`src/hdl/two_class_sorted_insert_table_top_macros.svh`:
```
// ----------------------------------------------------------------------------
// Assertion macros
// Shared concurrent assertion shorthands for the sorted insert table.
// ----------------------------------------------------------------------------
`ifndef TWO_CLASS_SORTED_INSERT_TABLE_TOP_MACROS_SVH
`define TWO_CLASS_SORTED_INSERT_TABLE_TOP_MACROS_SVH

// Property checked on every clock edge outside reset.
`define TCSIT_ASSERT(lbl, clk, rst_n, prop, msg) \
  lbl: assert property (@(posedge clk) disable iff (!rst_n) (prop)) else $error(msg);

// Same-cycle implication checked outside reset.
`define TCSIT_ASSERT_IMPL(lbl, clk, rst_n, ante, cons, msg) \
  lbl: assert property (@(posedge clk) disable iff (!rst_n) (ante) |-> (cons)) \
    else $error(msg);

`endif

```
`src/hdl/tcsit_ram.sv`:
```
// ----------------------------------------------------------------------------
// tcsit_ram
// Simple dual-port RAM: one write port, one read port, registered read data.
// ----------------------------------------------------------------------------
module tcsit_ram #(
  parameter int unsigned WIDTH = 8,
  parameter int unsigned DEPTH = 16
) (
  input  logic                     clk_i,
  input  logic                     we_i,
  input  logic [$clog2(DEPTH)-1:0] waddr_i,
  input  logic [WIDTH-1:0]         wdata_i,
  input  logic                     re_i,
  input  logic [$clog2(DEPTH)-1:0] raddr_i,
  output logic [WIDTH-1:0]         rdata_o
);

  logic [WIDTH-1:0] mem_q [DEPTH];

  always_ff @(posedge clk_i) begin
    if (we_i) begin
      mem_q[waddr_i] <= wdata_i;
    end
    if (re_i) begin
      rdata_o <= mem_q[raddr_i];
    end
  end

endmodule

```
`config.mk`:
```
export PLATFORM = sky130hd
export DESIGN_NAME = tcsit_ram
export DESIGN_NICKNAME = d
export VERILOG_FILES = /design/src/hdl/two_class_sorted_insert_table_top_macros.svh /design/src/hdl/tcsit_ram.sv
export SDC_FILE = /design/constraint.sdc
export NUM_CORES = 1
export LEC_CHECK = 0
export ABC_AREA = 1
export BUFFER_PORTS_ARGS = -buffer_cell sky130_fd_sc_hd__buf_2
export CAP_MARGIN = 20
export CORE_MARGIN = 8
export CORE_UTILIZATION = 65
export DETAILED_ROUTE_END_ITERATION = 8
export GPL_ROUTABILITY_DRIVEN = 0
export PLACE_DENSITY_LB_ADDON = 0.3
export SLEW_MARGIN = 20
export SYNTH_ARGS = -nofsm -noshare
export SYNTH_HDL_FRONTEND = slang
export SYNTH_SLANG_ARGS = --single-unit
```
`constraint.sdc`:
```
create_clock -name clk_i -period 1.9 [get_ports clk_i]
set_input_delay 0.38 -clock clk_i [delete_from_list [all_inputs] [get_ports clk_i]]
set_output_delay 0.38 -clock clk_i [all_outputs]
set_load 0.1 [all_outputs]
```
==> reports/qor.yml <==
grt_antenna_before_repair: 0
cp_num_buf_inv: 1
timing.final.crit_share: 0.903
stdcell_area_um2: 6740
clkTransAtPathRegs_ns: 0.06
die_area_um2: 12300
cts_resized: 0
drt_iter0_markers: 360
clk_path_buf_depth: 2
io_pins: 27
cts_made_buffers: 17
grt_max_degree: 33
ys_async_sr_fraction: 0
fin_skew_ns: 0.00514
cts_htree_levels: 4
yosysMostFrequentCell: "nand2_1"
drc: 0
final_util: 0.773
ys_ff_latch: 136
vias: 4070
avgSynthCellArea_um2: 10.6
syn_inst: 551
worstSetupEndpointType: "output pin"
drv_cap: 0
track_usage: 0.223
cts_tree: "yes"
grt_pass1_vias: 4038
synth_edf_count: 136
place_hpwl_mm: 8.14
switchingPower_uw: 1610
synth_ff_type: "edfxtp_1"
yosysTopAreaCell: "edfxtp_1"
pwr-share-clk: 0.458
leakagePower_uw: 0.00295
cp_data_arrival_time_ns: 1.34
die_height_um: 111
yosysUniqueCellTypes: 11
pwr-share-comb: 0.071
grt_pass1_wl_mm: 21.1
core_area_um2: 8720
layout-drive-gt1-share: 0.132
postCtsHoldBufs: 0
overflow: 0
powerDensity_nw_per_um2: 1070
clock_sinks: 136
period_needed_ns: 1.72
final_max_slew_viol_count: 0
synth_fp_nets: 570
hold_viol: 0
ir_drop_v: 0.000639
start_kind: "flop"
max_slew_margin: 0.588
yosys_warnings: 0
cpPeakStageDelay_ns: 0.44
postRouteAntennaNets: 0
path_class: "reg2out"
cp.required_ns: 1.52
fin_setup_tns_ns: 0
tightest_slew_ns: 0.617
start_util: 0.670
seqPwrFrac: 0.471
seq_area_frac_synth: 0.698
syn2layout_area_growth_pct: 15.2
path_cells: "buf_2"
insertion_delay_ns: 0.52
routed_wl_mm: 13.5
fin_nets: 614
synth_top_area_frac: 0.698
status: "completed"
place_area_um2: 6140
crit_fanout: 1
syn-cell-area_um2: 5850
synth.area.top_cells: "edfxtp_1, nand2_1, nand3_1, inv_1, buf_6"
crit_slowest_cell: "buf_2"
first_pass_iters: 5
post-cts-setup-buffer-count: 0
whs_ns: 0.221
fp.dieW_um: 111
fmaxAchievable_ghz: 0.583
cp_top_family: "buffers and inverters"
intPower_uw: 5620
synth_common_cells: "nand2_1, edfxtp_1, inv_1, nand3_1, nor2_1"
power.total_uw: 7230
num_antenna_cells: 0
vias_per_cell: 5.70
rows: 34
hold_path.class: "in2reg"
setup_viol: 0
rsz0062_at_grt: "false"
wire_per_inst_um: 18.9
numPortBuffers: 26
cts-root-buf: "clkbuf_8"
netSwitchingFraction: 0.223
==> area by class of cell <==
class | count | area, um^2
fillers | 532 | 1980
inverters | 102 | 383
flip-flops and latches | 136 | 4080
multi-input cells | 289 | 1210
well taps | 108 | 135
clock inverters | 12 | 176
clock buffers | 18 | 418
repair buffers | 49 | 328
==> path summary, 6_finish.rpt <==
| kind | startpoint | to | slack, ns | cells past startpoint |
|---|---|---|---|---|
| setup / recovery | rdata_o[4] | rdata_o[4] | 0.18 | 1 |
| hold / removal | re_i | rdata_o[5] | 0.22 | 1 |
| setup reg to reg | mem_q[7][5] | rdata_o[5] | 0.70 | 6 |
| hold reg to reg | mem_q[4][0] | rdata_o[0] | 0.78 | 6 |
==> power by group through the flow <==
stage	Clock, uW	Sequential [uW]	Combinational, uW
floorplan	0	3560	237
global placement	0	3460	493
detailed placement	0	3460	506
CTS	3320	3400	514
global route	3460	3410	559
finish	3310	3400	517
==> worst register-to-register path, cell delays in order (launching register included) <==
cell and delay [ns]:
edfxtp_1 0.36, inv_1 0.08, nand2_1 0.06, nand3_1 0.10
nand3_1 0.13, nand3_1 0.15, nand2_1 0.09
==> state kept, by name, indices dropped and copies added, names as in the netlist <==
| signal | count |
|---|---|
| mem_q | 128 |
| rdata_o | 8 |
==> through the flow <==
stage                     setup WS (ns)  std cells
after global placement            0.311        684
after floorplan                   0.569        551
after CTS                         0.171        714
final                             0.185        714
after detailed placement          0.271        684
after global routing              0.159        714
==> kinds of logic (layout without fill, tap and decap cells) <==
logic type,Yosys count,in the layout,share of synthesized area
buffers and inverters,126,181,0.0939
DFF,136,136,0.698
and+or+nand+nor,289,289,0.208
==> layer usage <==
metal	share of wire	GRT usage	wire length, um
met5	0	0	0
met4	0.027	0.109	360
met3	0.095	0.0617	1280
met2	0.49	0.343	6600
met1	0.39	0.283	5220
==> placed cells by master (no fill, tap or decap) <==
master,n
buf_12,2
buf_2,26
buf_4,21
bufinv_16,4
clkbuf_1,1
clkbuf_16,16
clkbuf_8,1
clkinv_2,3
clkinv_4,1
clkinvlp_4,2
edfxtp_1,136
inv_1,100
inv_2,2
inv_6,2
nand2_1,173
nand3_1,97
nand3b_1,2
nor2_1,17
Note: power is estimated with default switching activity, not from simulation.
